$ cat config.mk
export PLATFORM = sky130hd
export DESIGN_NAME = hab_cell
export DESIGN_NICKNAME = d
export VERILOG_FILES = /design/src/rtl/core/hab_pkg.sv /design/src/rtl/core/hab_cell.sv
export SDC_FILE = /design/constraint.sdc
export NUM_CORES = 1
export LEC_CHECK = 0
export BUFFER_PORTS_ARGS = -buffer_cell sky130_fd_sc_hd__buf_4
export CAP_MARGIN = 20
export CORE_MARGIN = 5
export CORE_UTILIZATION = 45
export CTS_CLUSTER_SIZE = 16
export DETAILED_ROUTE_END_ITERATION = 8
export PLACE_DENSITY = 0.95
export SYNTH_ARGS = -nofsm -noshare
export SYNTH_HDL_FRONTEND = slang
export SYNTH_SLANG_ARGS = --single-unit
$ cat constraint.sdc
create_clock -name i_clk -period 5.6 [get_ports i_clk]
set_clock_uncertainty 0.15 [all_clocks]
set_input_delay 0.56 -clock i_clk [delete_from_list [all_inputs] [get_ports i_clk]]
set_output_delay 0.56 -clock i_clk [all_outputs]
set_load 0.03 [all_outputs]
$ cat src/rtl/core/hab_pkg.sv
// ----------------------------------------------------------------------------
// hab_pkg
// Shared widths, codes and cell command types for the page buffer.
// ----------------------------------------------------------------------------
package hab_pkg;

    localparam int PAGE_W      = 31;
    localparam int HGT_W       = 6;
    localparam int SLOT_W      = 6;
    localparam int CAP_W       = 7;
    localparam int KIND_W      = 2;
    localparam int CFG_DW      = 7;
    localparam int CFG_IW      = 1;
    localparam int DEF_ENTRIES = 64;

    localparam logic [KIND_W-1:0] KIND_FIND  = 2'd0;
    localparam logic [KIND_W-1:0] KIND_ADD   = 2'd1;
    localparam logic [KIND_W-1:0] KIND_FLUSH = 2'd2;
    localparam logic [KIND_W-1:0] KIND_NONE  = 2'd3;

    localparam logic [CFG_IW-1:0] CFG_CAPACITY    = 1'b0;
    localparam logic [CFG_IW-1:0] CFG_TREE_HEIGHT = 1'b1;

    typedef enum logic [2:0] {
        CELL_NOP,
        CELL_PROMOTE,
        CELL_REPLACE,
        CELL_INSERT,
        CELL_CLEAR
    } t_cell_op;

    // Broadcast command to every cell
    typedef struct packed {
        t_cell_op            op;
        logic [SLOT_W-1:0]   slot;
        logic [SLOT_W-1:0]   rank;
        logic [SLOT_W-1:0]   new_rank;
        logic [PAGE_W-1:0]   page;
        logic [HGT_W-1:0]    height;
        logic                dirty;
    } t_cell_cmd;

    // Contents one cell shows to the controller
    typedef struct packed {
        logic                valid;
        logic                dirty;
        logic                match;
        logic [PAGE_W-1:0]   page;
        logic [HGT_W-1:0]    height;
        logic [SLOT_W-1:0]   rank;
    } t_cell_stat;

endpackage

$ cat src/rtl/core/hab_cell.sv
// ----------------------------------------------------------------------------
// hab_cell
// One buffer slot: tag, height, dirty mark and age rank, with page match.
// ----------------------------------------------------------------------------
module hab_cell #(
    parameter int SLOT_IDX = 0
) (
    input  logic                     i_clk,
    input  logic                     i_rst_n,
    input  hab_pkg::t_cell_cmd       i_cmd,
    input  logic [hab_pkg::PAGE_W-1:0] i_look_page,
    output hab_pkg::t_cell_stat      o_stat
);
    import hab_pkg::*;

    logic              r_valid;
    logic              r_dirty;
    logic [PAGE_W-1:0] r_page;
    logic [HGT_W-1:0]  r_height;
    logic [SLOT_W-1:0] r_rank;
    logic              sel;
    logic              older_gap;

    assign sel       = (i_cmd.slot == SLOT_W'(SLOT_IDX));
    assign older_gap = r_valid && (r_rank > i_cmd.rank);

    // Control bits
    always_ff @(posedge i_clk) begin
        if (!i_rst_n) begin
            r_valid <= 1'b0;
            r_dirty <= 1'b0;
        end else begin
            case (i_cmd.op)
                CELL_PROMOTE: begin
                    if (sel && i_cmd.dirty) r_dirty <= 1'b1;
                end
                CELL_REPLACE: begin
                    if (sel) r_dirty <= i_cmd.dirty;
                end
                CELL_INSERT: begin
                    if (sel) begin
                        r_valid <= 1'b1;
                        r_dirty <= i_cmd.dirty;
                    end
                end
                CELL_CLEAR: begin
                    r_valid <= 1'b0;
                    r_dirty <= 1'b0;
                end
                default: ;
            endcase
        end
    end

    // Payload and age rank
    always_ff @(posedge i_clk) begin
        case (i_cmd.op)
            CELL_PROMOTE: begin
                if (sel)            r_rank <= i_cmd.new_rank;
                else if (older_gap) r_rank <= r_rank - 1'b1;
            end
            CELL_REPLACE: begin
                if (sel) begin
                    r_rank   <= i_cmd.new_rank;
                    r_page   <= i_cmd.page;
                    r_height <= i_cmd.height;
                end else if (older_gap) begin
                    r_rank <= r_rank - 1'b1;
                end
            end
            CELL_INSERT: begin
                if (sel) begin
                    r_rank   <= i_cmd.new_rank;
                    r_page   <= i_cmd.page;
                    r_height <= i_cmd.height;
                end
            end
            default: ;
        endcase
    end

    assign o_stat.valid  = r_valid;
    assign o_stat.dirty  = r_dirty;
    assign o_stat.match  = r_valid && (r_page == i_look_page);
    assign o_stat.page   = r_page;
    assign o_stat.height = r_height;
    assign o_stat.rank   = r_rank;

endmodule

== Word-level counts from Yosys, hierarchy flattened ==
Index checks and enable logic that the tools add are counted.

* Output and inout bits: 46
* Logic and storage cells: 38
* Flip-flop bits (word level): 45
* Bits of input ports: 92

* Reductions and logical operators: 13
* Multiplexer cells: 9
* Add/sub/neg operators: 1
* Equal/unequal tests: 9
* $lt $le $gt $ge: 1

{| class="wikitable"
|+ Operators by type and width
! operator !! number
|-
| == test 31 bit || 1
|-
| 2-to-1 mux 6 bit || 3
|-
| case mux 6 bit (2 select lines) || 1
|-
| == test 3 x 2 -> 1 bit (second input constant) || 2
|-
| > comparator 6 bit || 1
|-
| zero test 6 bit || 1
|-
| AND reduction 3 bit || 2
|-
| subtractor 6 x 1 -> 6 bit (second input constant) || 1
|-
| inequality test 2 bit (second input constant) || 2
|-
| AND reduction 2 bit || 2
|-
| nonzero test 2 bit || 2
|-
| OR reduction 2 bit || 2
|-
| == test 3 x 1 -> 1 bit (second input constant) || 1
|-
| == test 3 bit (second input constant) || 1
|-
| logical AND 1 bit || 3
|-
| 2-to-1 mux 1 bit || 3
|-
| inequality test 3 x 1 -> 1 bit (second input constant) || 1
|-
| case mux 1 bit (3 select lines) || 1
|-
| nonzero test 3 bit || 1
|-
| inequality test 2 x 1 -> 1 bit (second input constant) || 1
|-
| case mux 1 bit (2 select lines) || 1
|}

== Logic depth before layout (Yosys ltp) ==
Gate-level depths: netlist (run 1).

* Depth after elaboration: 5
* Mapped depth: 6
* Depth with buffers taken out: 6

== Worst setup path before layout (run 1) ==
OpenSTA, ideal clock, no wires.

* Path type: input-to-reg
* From: input port i_cmd[51] (netlist name)
* To: register r_height[0] (enable)
* Cell stages on the path: 3
* Path buffers: 0
* Library setup time: 0.431 ns
* Required time: 5.019 ns
* Arrival: 2.643 ns
* Path slack: 2.376 ns
* Cells stage by stage: nor4_4 nand2_1 nor2_1

* Cells in the longest elaborated chain, start to end: 2

{| class="wikitable"
|+ Ends and longest elaborated chain
! item !! line !! text
|-
| start, declared || hab_cell.sv:10 || <nowiki>input hab_pkg::t_cell_cmd i_cmd,</nowiki>
|-
| zero test 6 bit || hab_cell.sv:24 || <nowiki>assign sel = (i_cmd.slot == SLOT_W'(SLOT_IDX));</nowiki>
|-
| AND reduction 2 bit (no line) || -- ||
|-
| end signal, assigned || hab_cell.sv:66 || <nowiki>r_height <= i_cmd.height;</nowiki>
|-
| end signal, assigned || hab_cell.sv:75 || <nowiki>r_height <= i_cmd.height;</nowiki>
|-
| end, declared || hab_cell.sv:19 || <nowiki>logic [HGT_W-1:0] r_height;</nowiki>
|}

No other way between the ends.
A chain may end at the register's enable or synchronous reset.

==> metrics.csv, run 1 <==
metric,value,unit
"CTS clk-pin slew, worst paths",0.09,ns
Yosys reg bits,45,
Final Cell Area,3290,sq um
initial antenna violation count,0,
vias in the first global route,1791,
slowest CP cell,edfxtp_1,
grt ovf,0,
drt via density,4.95,
CTS Hold Bufs,0,
syn avg cell area,14.1,sq um
clock sinks,45,
"Req. time, crit path",4.89,ns
Port Buf Inserts,137,
CTS tree,yes,
layout cell share with drive strength beyond 1,52.6,%
clk_lat worst skew,0.29,ns
Starting Density,45.6,%
Slew @ Worst Pin,0.988,ns
cell family with most CP delay,simple AND/OR/NAND/NOR gates,
# placed instances,339,
DRT iter0 DRCs,56,
Synth area leaders,"edfxtp_1 (61%), xor2_1 (11%), ha_1 (4.1%), xnor2_1 (3.7%), dfxtp_1 (1.9%)",
H-tree depth,2,
LEAKAGE,1.42,nW
Yosys Warn Count,0,
element type at the critical path end,primary output,
Routed Wire Length,5660,um
final period utilization,44.9,%
power density over the cells,199,nW/um^2
top cell type's share of synthesized area,60.8,%
cell taking the most area after synthesis,edfxtp_1,
Max Cap Viol,0,
DP Area,3200,sq um
worst path cell trace,xor2_1 -> nor4_1 -> nand2_1 -> nor4_2 -> buf_4,
Placer Congestion,0.787,
# fillers,330,
DR WL/cell,16.3,um
Crit path largest cell delay,0.43,ns
fraction of registers with async set/reset,0,%
Die ar.,6190,sq um
dpl hpwl,4750,um
Post-Synthesis Cells,151,
Final WS setup,3.08,ns
clk buf depth,2,
Final setup viols,0,
WP data arrival,1.81,ns
gr usage total,17.8,%
critical-path maximum fanout,2,
worst path bufs/invs,1,
io pins,138,
"reg-to-reg slack, setup",3.49,ns
Yosys cell types,32,
Die H,78.7,um
RSZ-0062 raised after global routing,false,
minimum clock period,2.52,ns
root buffer cell,clkbuf_8,
ys flop type,edfxtp_1,
Max Clock Freq,397,MHz
TritonRoute pass-1 iters,4,
Commonest cells post-synth,"edfxtp_1 (43), xor2_1 (26), inv_1 (9), nor2_1 (9), xnor2_1 (9)",
Horiz. Die Dim,78.7,um
Max Slew Vio Count,0,
DRT antenna net count,0,
Post-Syn Nets,250,
type of the worst setup path,reg -> out,
Resize count post-CTS,0,
Num CTS Buffers,5,
sequential-to-total area share from yosys stat,62.7,%
NumNets Final,391,
first-pass GRT wire length,8380,um
post-CTS setup buffer count,0,
Post-synth EDFFs,43,
drt drc,0,
status,finished clean,
most common cell in the netlist,edfxtp_1,
worst hold path type,in -> reg,
max_slew headroom,34.0,%
Core Area,4660,sq um
WHS,0.281,ns
CP Launch Type,register,
pre-CTS setup slack,2.96,ns
P&R area growth vs syn,55.2,%
Ant. Diodes,0,
DR vias,1718,
VDD IR max,0.164,mV
non-filler cells in the finished layout,347,
"Cell Area, Synth",2120,sq um
setup tns final,0,ns
Hold Fails Final Rpt,0,
largest net degree at the start of global routing,38,
row count,25,
[metrics by stage]
stage          total power, mW  utilization [%]
3_5_place_dp             0.458             68.7
3_3_place_gp             0.454             68.7
2_1_floorplan            0.400                -
6_report                 0.657             70.7
4_1_cts                  0.659             70.7
5_1_grt                  0.682             70.7
[flip-flops by register name, summed over array words and instances, names as in the netlist]
signal and count:
r_page 31, r_rank 6, r_valid 1, r_dirty 1, r_height 6
[final cells by class]
class                   instances  area [sq um]  share of cell area (%)
multi-input cells              94           739                    22.4
well taps                      54          67.6                    2.05
clock buffers                   5          68.8                    2.09
flip-flops and latches         45          1330                    40.4
clock inverters                 3          25.0                   0.760
repair buffers                137          1030                    31.2
inverters                       9          33.8                    1.03
[worst paths after layout]
kind | start | endpoint | depth (start not counted)
worst max-delay path | r_page[8] | o_stat[43] | 5
worst max register to register | r_rank[4] | r_rank[1] | 5
worst min register to register | r_dirty | r_dirty | 2
worst min-delay path | i_cmd[24] | r_page[17] | 1
[cell families after synthesis]
group / count (synthesis) / share of synthesized area (%)
buf+inv: 12 / 2.83
xor+xnor: 35 / 14.4
flops: 45 / 62.7
simple gates: 37 / 10.1
mux: 1 / 0.471
fa+ha+maj: 7 / 4.12
compound gates: 14 / 5.30
[power by group]
part | total, mW | internal [mW] | switching [mW] | leakage (nW)
combinational | 0.0798 | 0.0525 | 0.0273 | 0.977
clock | 0.208 | 0.0901 | 0.117 | 0.0447
sequential | 0.370 | 0.369 | 0.000754 | 0.403
total | 0.657 | 0.511 | 0.145 | 1.42
[placed cells by master, fill, tap and decap left out, drive strengths merged]
master / synthesis / routed
mux2i: 1 / 1
nor3: 1 / 1
nor2: 11 / 11
ha: 7 / 7
dfxtp: 2 / 2
o21ai: 2 / 2
nand2b: 1 / 1
edfxtp: 43 / 43
a41oi: 1 / 1
xnor2: 9 / 9
clkinvlp: 0 / 1
a2bb2oi: 1 / 1
nor2b: 1 / 1
a21o: 1 / 1
a221oi: 1 / 1
a32o: 1 / 1
inv: 9 / 10
clkbuf: 0 / 5
nand2: 6 / 6
a21oi: 6 / 6
and3: 1 / 1
buf: 3 / 137
and4: 1 / 1
clkinv: 0 / 1
nand3: 1 / 1
nand4: 6 / 6
xor2: 26 / 26
nor4: 8 / 8
o32ai: 1 / 1
[layer usage]
layer | routed length [um] | share of wire (%) | GRT usage, %
met4 | 178 | 3.1 | 8.22
met1 | 1810 | 32 | 17.3
met2 | 3170 | 56 | 34.3
met5 | 0 | 0 | 0
met3 | 496 | 8.8 | 5.10
(Power assumes the default switching activity.)
==> run 2: changes to the inputs <==
--- a/config.mk
+++ b/config.mk
@@ -8,10 +8,10 @@
 export BUFFER_PORTS_ARGS = -buffer_cell sky130_fd_sc_hd__buf_4
 export CAP_MARGIN = 20
 export CORE_MARGIN = 5
-export CORE_UTILIZATION = 45
+export CORE_UTILIZATION = 38
 export CTS_CLUSTER_SIZE = 16
 export DETAILED_ROUTE_END_ITERATION = 8
-export PLACE_DENSITY = 0.95
+export PLACE_DENSITY = 0.86
 export SYNTH_ARGS = -nofsm -noshare
 export SYNTH_HDL_FRONTEND = slang
 export SYNTH_SLANG_ARGS = --single-unit
==> constraint.sdc (replaced) <==
create_clock -name i_clk -period 2.2 [get_ports i_clk]
set_clock_uncertainty 0.15 [all_clocks]
set_input_delay 0.22 -clock i_clk [delete_from_list [all_inputs] [get_ports i_clk]]
set_output_delay 0.22 -clock i_clk [all_outputs]
set_load 0.03 [all_outputs]
==> metrics.csv, run 2 (synthesis results as in run 1) <==
metric,value,unit,change
status,finished clean,,
Horiz. Die Dim,84.8,um,+7.7%
TritonRoute pass-1 iters,4,,unchanged
Ant. Diodes,0,,unchanged
"Most Used Layer, Global Route",met2,,
element type at the critical path end,primary output,,
"commonest non-fill, non-tap cell in the layout",buf_4,,
DR vias,1863,,+8.4%
LEAKAGE,1.61,nW,+13%
clock sinks,45,,unchanged
Num CTS Buffers,5,,unchanged
"CTS clk-pin slew, worst paths",0.09,ns,about the same
root buffer cell,clkbuf_8,,
Max Clock Freq,466,MHz,
io pins,138,,unchanged
max_slew headroom,59.1,%,+25 points
H-tree depth,2,,unchanged
Core Area,5470,sq um,+17%
row count,27,,+8.0%
first-pass GRT wire length,10100,um,+21%
worst hold path type,in -> reg,,
Final setup viols,0,,unchanged
met2 Use GR,35.2,%,+0.86 points
Largest Register,r_page,,
Die ar.,7180,sq um,+16%
largest net degree at the start of global routing,38,,unchanged
vias in the first global route,2101,,+17%
NumNets Final,433,,+11%
slowest CP cell,edfxtp_1,,
Critical Path Stages,5,,unchanged
DRT iter0 DRCs,61,,+8.9%
DRT antenna net count,0,,unchanged
Critical Path Source,r_page[0],,
Util after Layout,68.7,%,-1.9 points
most frequent CP cell,nor4_2,,
drt drc,0,,unchanged
minimum clock period,2.14,ns,
Placer Congestion,0.833,,+5.9%
met3 Usage GRT,3.43,%,-1.7 points
"Req. time, crit path",1.83,ns,-3.06 ns
initial antenna violation count,0,,unchanged
dpl hpwl,4800,um,+1.0%
cell family with most CP delay,simple AND/OR/NAND/NOR gates,,
r2r worst-path depth,5,,unchanged
type of the worst setup path,reg -> out,,
clk_lat worst skew,0.29,ns,about the same
critical-path maximum fanout,2,,unchanged
Total Power Consumption,1.73,mW,+160%
clk buf depth,2,,unchanged
worst path cell trace,xor2_1 -> nor4_2 -> nand2_1 -> nor4_2 -> buf_4,,
DR WL/cell,16.2,um,-0.74%
Die H,84.8,um,+7.7%
CP Launch Type,register,,
Max Slew Vio Count,0,,unchanged
Port Buf Inserts,137,,unchanged
grt ovf,0,,unchanged
Final Cell Area,3760,sq um,+14%
most frequent cells in the layout,"buf_4 (140), edfxtp_1 (43), dlygate4sd3_1 (38), xor2_1 (26)",,
worst path bufs/invs,1,,unchanged
CTS tree,yes,,
top flop regs,"r_page: 31 flops, r_height: 6 flops, r_rank: 6 flops",,
WHS,0.0524,ns,-0.228 ns
non-filler cells in the finished layout,407,,+17%
VDD IR max,0.331,mV,+100%
layout cell share with drive strength beyond 1,48.4,%,-4.2 points
Hold Fails Final Rpt,0,,unchanged
drt via density,4.58,,-7.5%
final period utilization,97.4,%,
Routed Wire Length,6590,um,+16%
Slew @ Worst Pin,0.613,ns,-0.375 ns
met1 global-route usage,17.8,%,+0.50 points
Max Cap Viol,0,,unchanged
max FFs per register,31,,unchanged
# placed instances,358,,+5.6%
gr usage total,17.8,%,about the same
worst hold path startpoint,i_rst_n,,
DP Area,3240,sq um,+1.3%
Crit path largest cell delay,0.43,ns,about the same
P&R area growth vs syn,77.2,%,
reg2reg start,r_rank[4],,
# fillers,410,,+24%
power density over the cells,460,nW/um^2,+130%
RSZ-0062 raised after global routing,true,,
"reg-to-reg slack, setup",0.17,ns,-3.32 ns
Worst Hold Path Cells,3,,+2
WP data arrival,1.77,ns,-0.04 ns
Starting Density,38.8,%,-6.8 points
## run 2: cell count changes in the layout (fill, tap and decap cells not counted), sizes merged
cell         before  now
clkinv            1    2
clkinvlp          1    0
buf             137  141
dlygate4sd3       0   38
## run 2: metrics by stage
stage          setup TNS (ns)  setup WS, ns
6_report                    0        0.0563
5_1_grt                -0.114        -0.114
4_1_cts               -0.0255       -0.0255
3_5_place_dp                0         0.132
3_3_place_gp                0         0.220
2_1_floorplan               0        0.0842
## run 2: worst reg2reg max path: stages (launching register included)
cell and delay (ns):
edfxtp_1 0.46, ha_1 0.35, and4_1 0.21, nand3_1 0.08
a32o_1 0.25, and3_2 0.27
## run 2: cell type report
type | count | area, sq um | area share (%)
multi-input combinational | 94 | 766 | 20.4
clock inverter | 3 | 21.3 | 0.565
tap | 72 | 90.1 | 2.39
sequential | 45 | 1330 | 35.4
timing repair buffer | 179 | 1450 | 38.6
inverter | 9 | 33.8 | 0.898
clock buffer | 5 | 68.8 | 1.83
## run 2: layer usage
| layer | vias up | part of all wire [%] |
|---|---|---|
| li1 | 917 | - |
| met1 | 860 | 34 |
| met4 | 0 | 2.5 |
| met5 | - | 0 |
| met2 | 74 | 58 |
| met3 | 12 | 5.5 |
## run 2: what timing repair did
| action | 4_1_cts | 5_1_grt |
|---|---|---|
| gates resized for setup | 1 | 4 |
| pin swaps | 1 | 0 |
| setup buffers | 2 | 1 |
| setup endpoints to repair | 1 | 7 |
| hold buffers | 38 | 0 |
| hold endpoints to repair | 38 | 0 |
## run 2: where the power goes
part	switching, mW	internal [mW]	total (mW)
clock	0.297	0.226	0.524
sequential	0.00193	0.939	0.941
combinational	0.0858	0.179	0.265
total	0.385	1.34	1.73
## run 2: worst paths after layout
path,to
min,r_dirty
min reg2reg,r_dirty
max reg2reg,r_rank[1]
max,o_stat[43]
==> run 3: changes to the inputs <==
--- a/config.mk
+++ b/config.mk
@@ -12,6 +12,7 @@
 export CTS_CLUSTER_SIZE = 16
 export DETAILED_ROUTE_END_ITERATION = 8
 export PLACE_DENSITY = 0.86
+export RECOVER_POWER = 100
 export SYNTH_ARGS = -nofsm -noshare
 export SYNTH_HDL_FRONTEND = slang
 export SYNTH_SLANG_ARGS = --single-unit
==> metrics.csv, run 3 (synthesis results as in run 1) <==
metric,value,unit,change
met3 Usage GRT,3.43,%,unchanged
P&R area growth vs syn,70.8,%,
Total Power Consumption,1.72,mW,-0.59%
"commonest non-fill, non-tap cell in the layout",buf_4,,
Hold Fails Final Rpt,0,,unchanged
Routed Wire Length,6590,um,about the same
Worst Hold Path Cells,3,,unchanged
Ant. Diodes,0,,unchanged
worst path cell trace,xor2_1 -> nor4_2 -> nand2_1 -> nor4_2 -> buf_4,,
status,finished clean,,
r2r worst-path depth,5,,unchanged
cell family with most CP delay,simple AND/OR/NAND/NOR gates,,
max FFs per register,31,,unchanged
slowest CP cell,edfxtp_1,,
"Req. time, crit path",1.83,ns,about the same
drt drc,0,,unchanged
Max Slew Vio Count,0,,unchanged
Max Cap Viol,0,,unchanged
DRT antenna net count,0,,unchanged
initial antenna violation count,0,,unchanged
Starting Density,38.8,%,unchanged
CP Launch Type,register,,
grt ovf,0,,unchanged
critical-path maximum fanout,2,,unchanged
Horiz. Die Dim,84.8,um,unchanged
Num CTS Buffers,5,,unchanged
NumNets Final,433,,unchanged
Final setup viols,0,,unchanged
minimum clock period,2.15,ns,+0.00503 ns
met2 Use GR,35.2,%,unchanged
largest net degree at the start of global routing,38,,unchanged
Final Cell Area,3630,sq um,-3.6%
"reg-to-reg slack, setup",0.17,ns,about the same
met1 global-route usage,17.8,%,unchanged
drt via density,4.64,,+1.3%
power density over the cells,474,nW/um^2,+3.1%
clk buf depth,2,,unchanged
Hold Path End,r_dirty,,
Port Buf Inserts,137,,unchanged
io pins,138,,unchanged
TritonRoute pass-1 iters,4,,unchanged
first-pass GRT wire length,10100,um,unchanged
most frequent cells in the layout,"buf_4 (71), edfxtp_1 (43), dlygate4sd3_1 (38), clkbuf_4 (37), clkbuf_1 (32)",,
CTS tree,yes,,
Slew @ Worst Pin,0.767,ns,+0.154 ns
LEAKAGE,1.48,nW,-7.8%
DP Area,3240,sq um,unchanged
Core Area,5470,sq um,unchanged
vias in the first global route,2101,,unchanged
type of the worst setup path,reg -> out,,
area of the multi-input gates,751,sq um,-2.0%
clock sinks,45,,unchanged
max_slew headroom,48.4,%,-11 points
# fillers,432,,+5.4%
root buffer cell,clkbuf_8,,
RR Endpoint,r_rank[1],,
area occupied by registers,1330,sq um,unchanged
Max Clock Freq,465,MHz,-0.23%
worst hold path startpoint,i_rst_n,,
reg2reg start,r_rank[4],,
Largest Register,r_page,,
clk_lat worst skew,0.29,ns,about the same
row count,27,,unchanged
Crit path largest cell delay,0.43,ns,about the same
DRT iter0 DRCs,62,,+1.6%
top flop regs,"r_page: 31 flops, r_height: 6 flops, r_rank: 6 flops",,
gr usage total,17.8,%,unchanged
"CTS clk-pin slew, worst paths",0.09,ns,about the same
dpl hpwl,4800,um,unchanged
worst path bufs/invs,1,,unchanged
"Most Used Layer, Global Route",met2,,
WP data arrival,1.78,ns,about the same
final period utilization,97.7,%,+0.23 points
Placer Congestion,0.833,,unchanged
Die H,84.8,um,unchanged
Die ar.,7180,sq um,unchanged
layout cell share with drive strength beyond 1,38.5,%,-9.9 points
RSZ-0062 raised after global routing,true,,
H-tree depth,2,,unchanged
DR vias,1887,,+1.3%
most frequent CP cell,nor4_2,,
element type at the critical path end,primary output,,
VDD IR max,0.311,mV,-6.1%
worst hold path type,in -> reg,,
DR WL/cell,16.2,um,about the same
-- run 3: cell count changes in the layout (fill, tap and decap cells not counted) --
cell / previous run / this run
buf_4: 140 / 71
clkbuf_1: 0 / 32
clkbuf_4: 0 / 37
nor4_1: 2 / 3
nor4_4: 1 / 0
-- run 3: area by class of cell --
type,instances,share of cell area [%]
repair buffers,179,36.7
well taps,72,2.48
clock buffers,5,1.90
inverters,9,0.931
multi-input cells,94,20.7
clock inverters,3,0.586
flip-flops and latches,45,36.7
-- run 3: worst max-delay path by stage --
stage | from | endpoint | slack [ns] | depth (start not counted)
final | r_page[0] | o_stat[43] | 0.05 | 5
after global routing | r_page[0] | o_stat[43] | -0.11 | 5
after CTS | r_page[0] | o_stat[43] | -0.03 | 5
after detailed placement | r_rank[4] | r_rank[1] | 0.13 | 5
after global placement | r_rank[4] | r_rank[1] | 0.22 | 5
after floorplan | r_page[22] | o_stat[43] | 0.08 | 4
-- run 3: report_power, final --
part	total (mW)	internal [mW]	leakage (nW)	switching (mW)
combinational	0.256	0.173	1.03	0.0830
sequential	0.940	0.939	0.403	0.00188
clock	0.522	0.226	0.0462	0.296
total	1.72	1.34	1.48	0.381
-- run 3: per-stage QoR --
| step | utilization, % | hold slack, ns | std cells | setup slack, ns | setup TNS, ns |
|---|---|---|---|---|---|
| 6_report | 66.3 | 0.0527 | 407 | 0.0512 | 0 |
| 5_1_grt | 66.3 | 0.0581 | 407 | -0.114 | -0.114 |
| 4_1_cts | 68.2 | 0.0404 | 406 | -0.0255 | -0.0255 |
| 3_5_place_dp | 59.3 | 0.249 | 358 | 0.132 | 0 |
| 3_3_place_gp | 59.3 | 0.248 | 358 | 0.220 | 0 |
| 2_1_floorplan | - | 0.155 | 151 | 0.0842 | 0 |
-- run 3: metal layers --
| layer | wire [um] | up-vias | part of all wire [%] |
|---|---|---|---|
| met5 | 0 | - | 0 |
| met4 | 155 | 0 | 2.4 |
| met3 | 380 | 12 | 5.8 |
| met2 | 3740 | 77 | 57 |
| met1 | 2310 | 882 | 35 |
| li1 | - | 916 | - |
-- run 3: worst min-delay path: cells and delay by family --
kind                   cells  cell delay [ns]
buffers and inverters      2             0.19
AO/OA/AOI/OAI              1             0.04
-- run 3: what timing repair did --
item	4_1_cts	5_1_grt
resized for setup	1	4
endpoints found under the setup margin	1	7
pin swaps	1	0
hold buffers	38	0
setup buffers	2	1
endpoints found under the hold margin	38	0
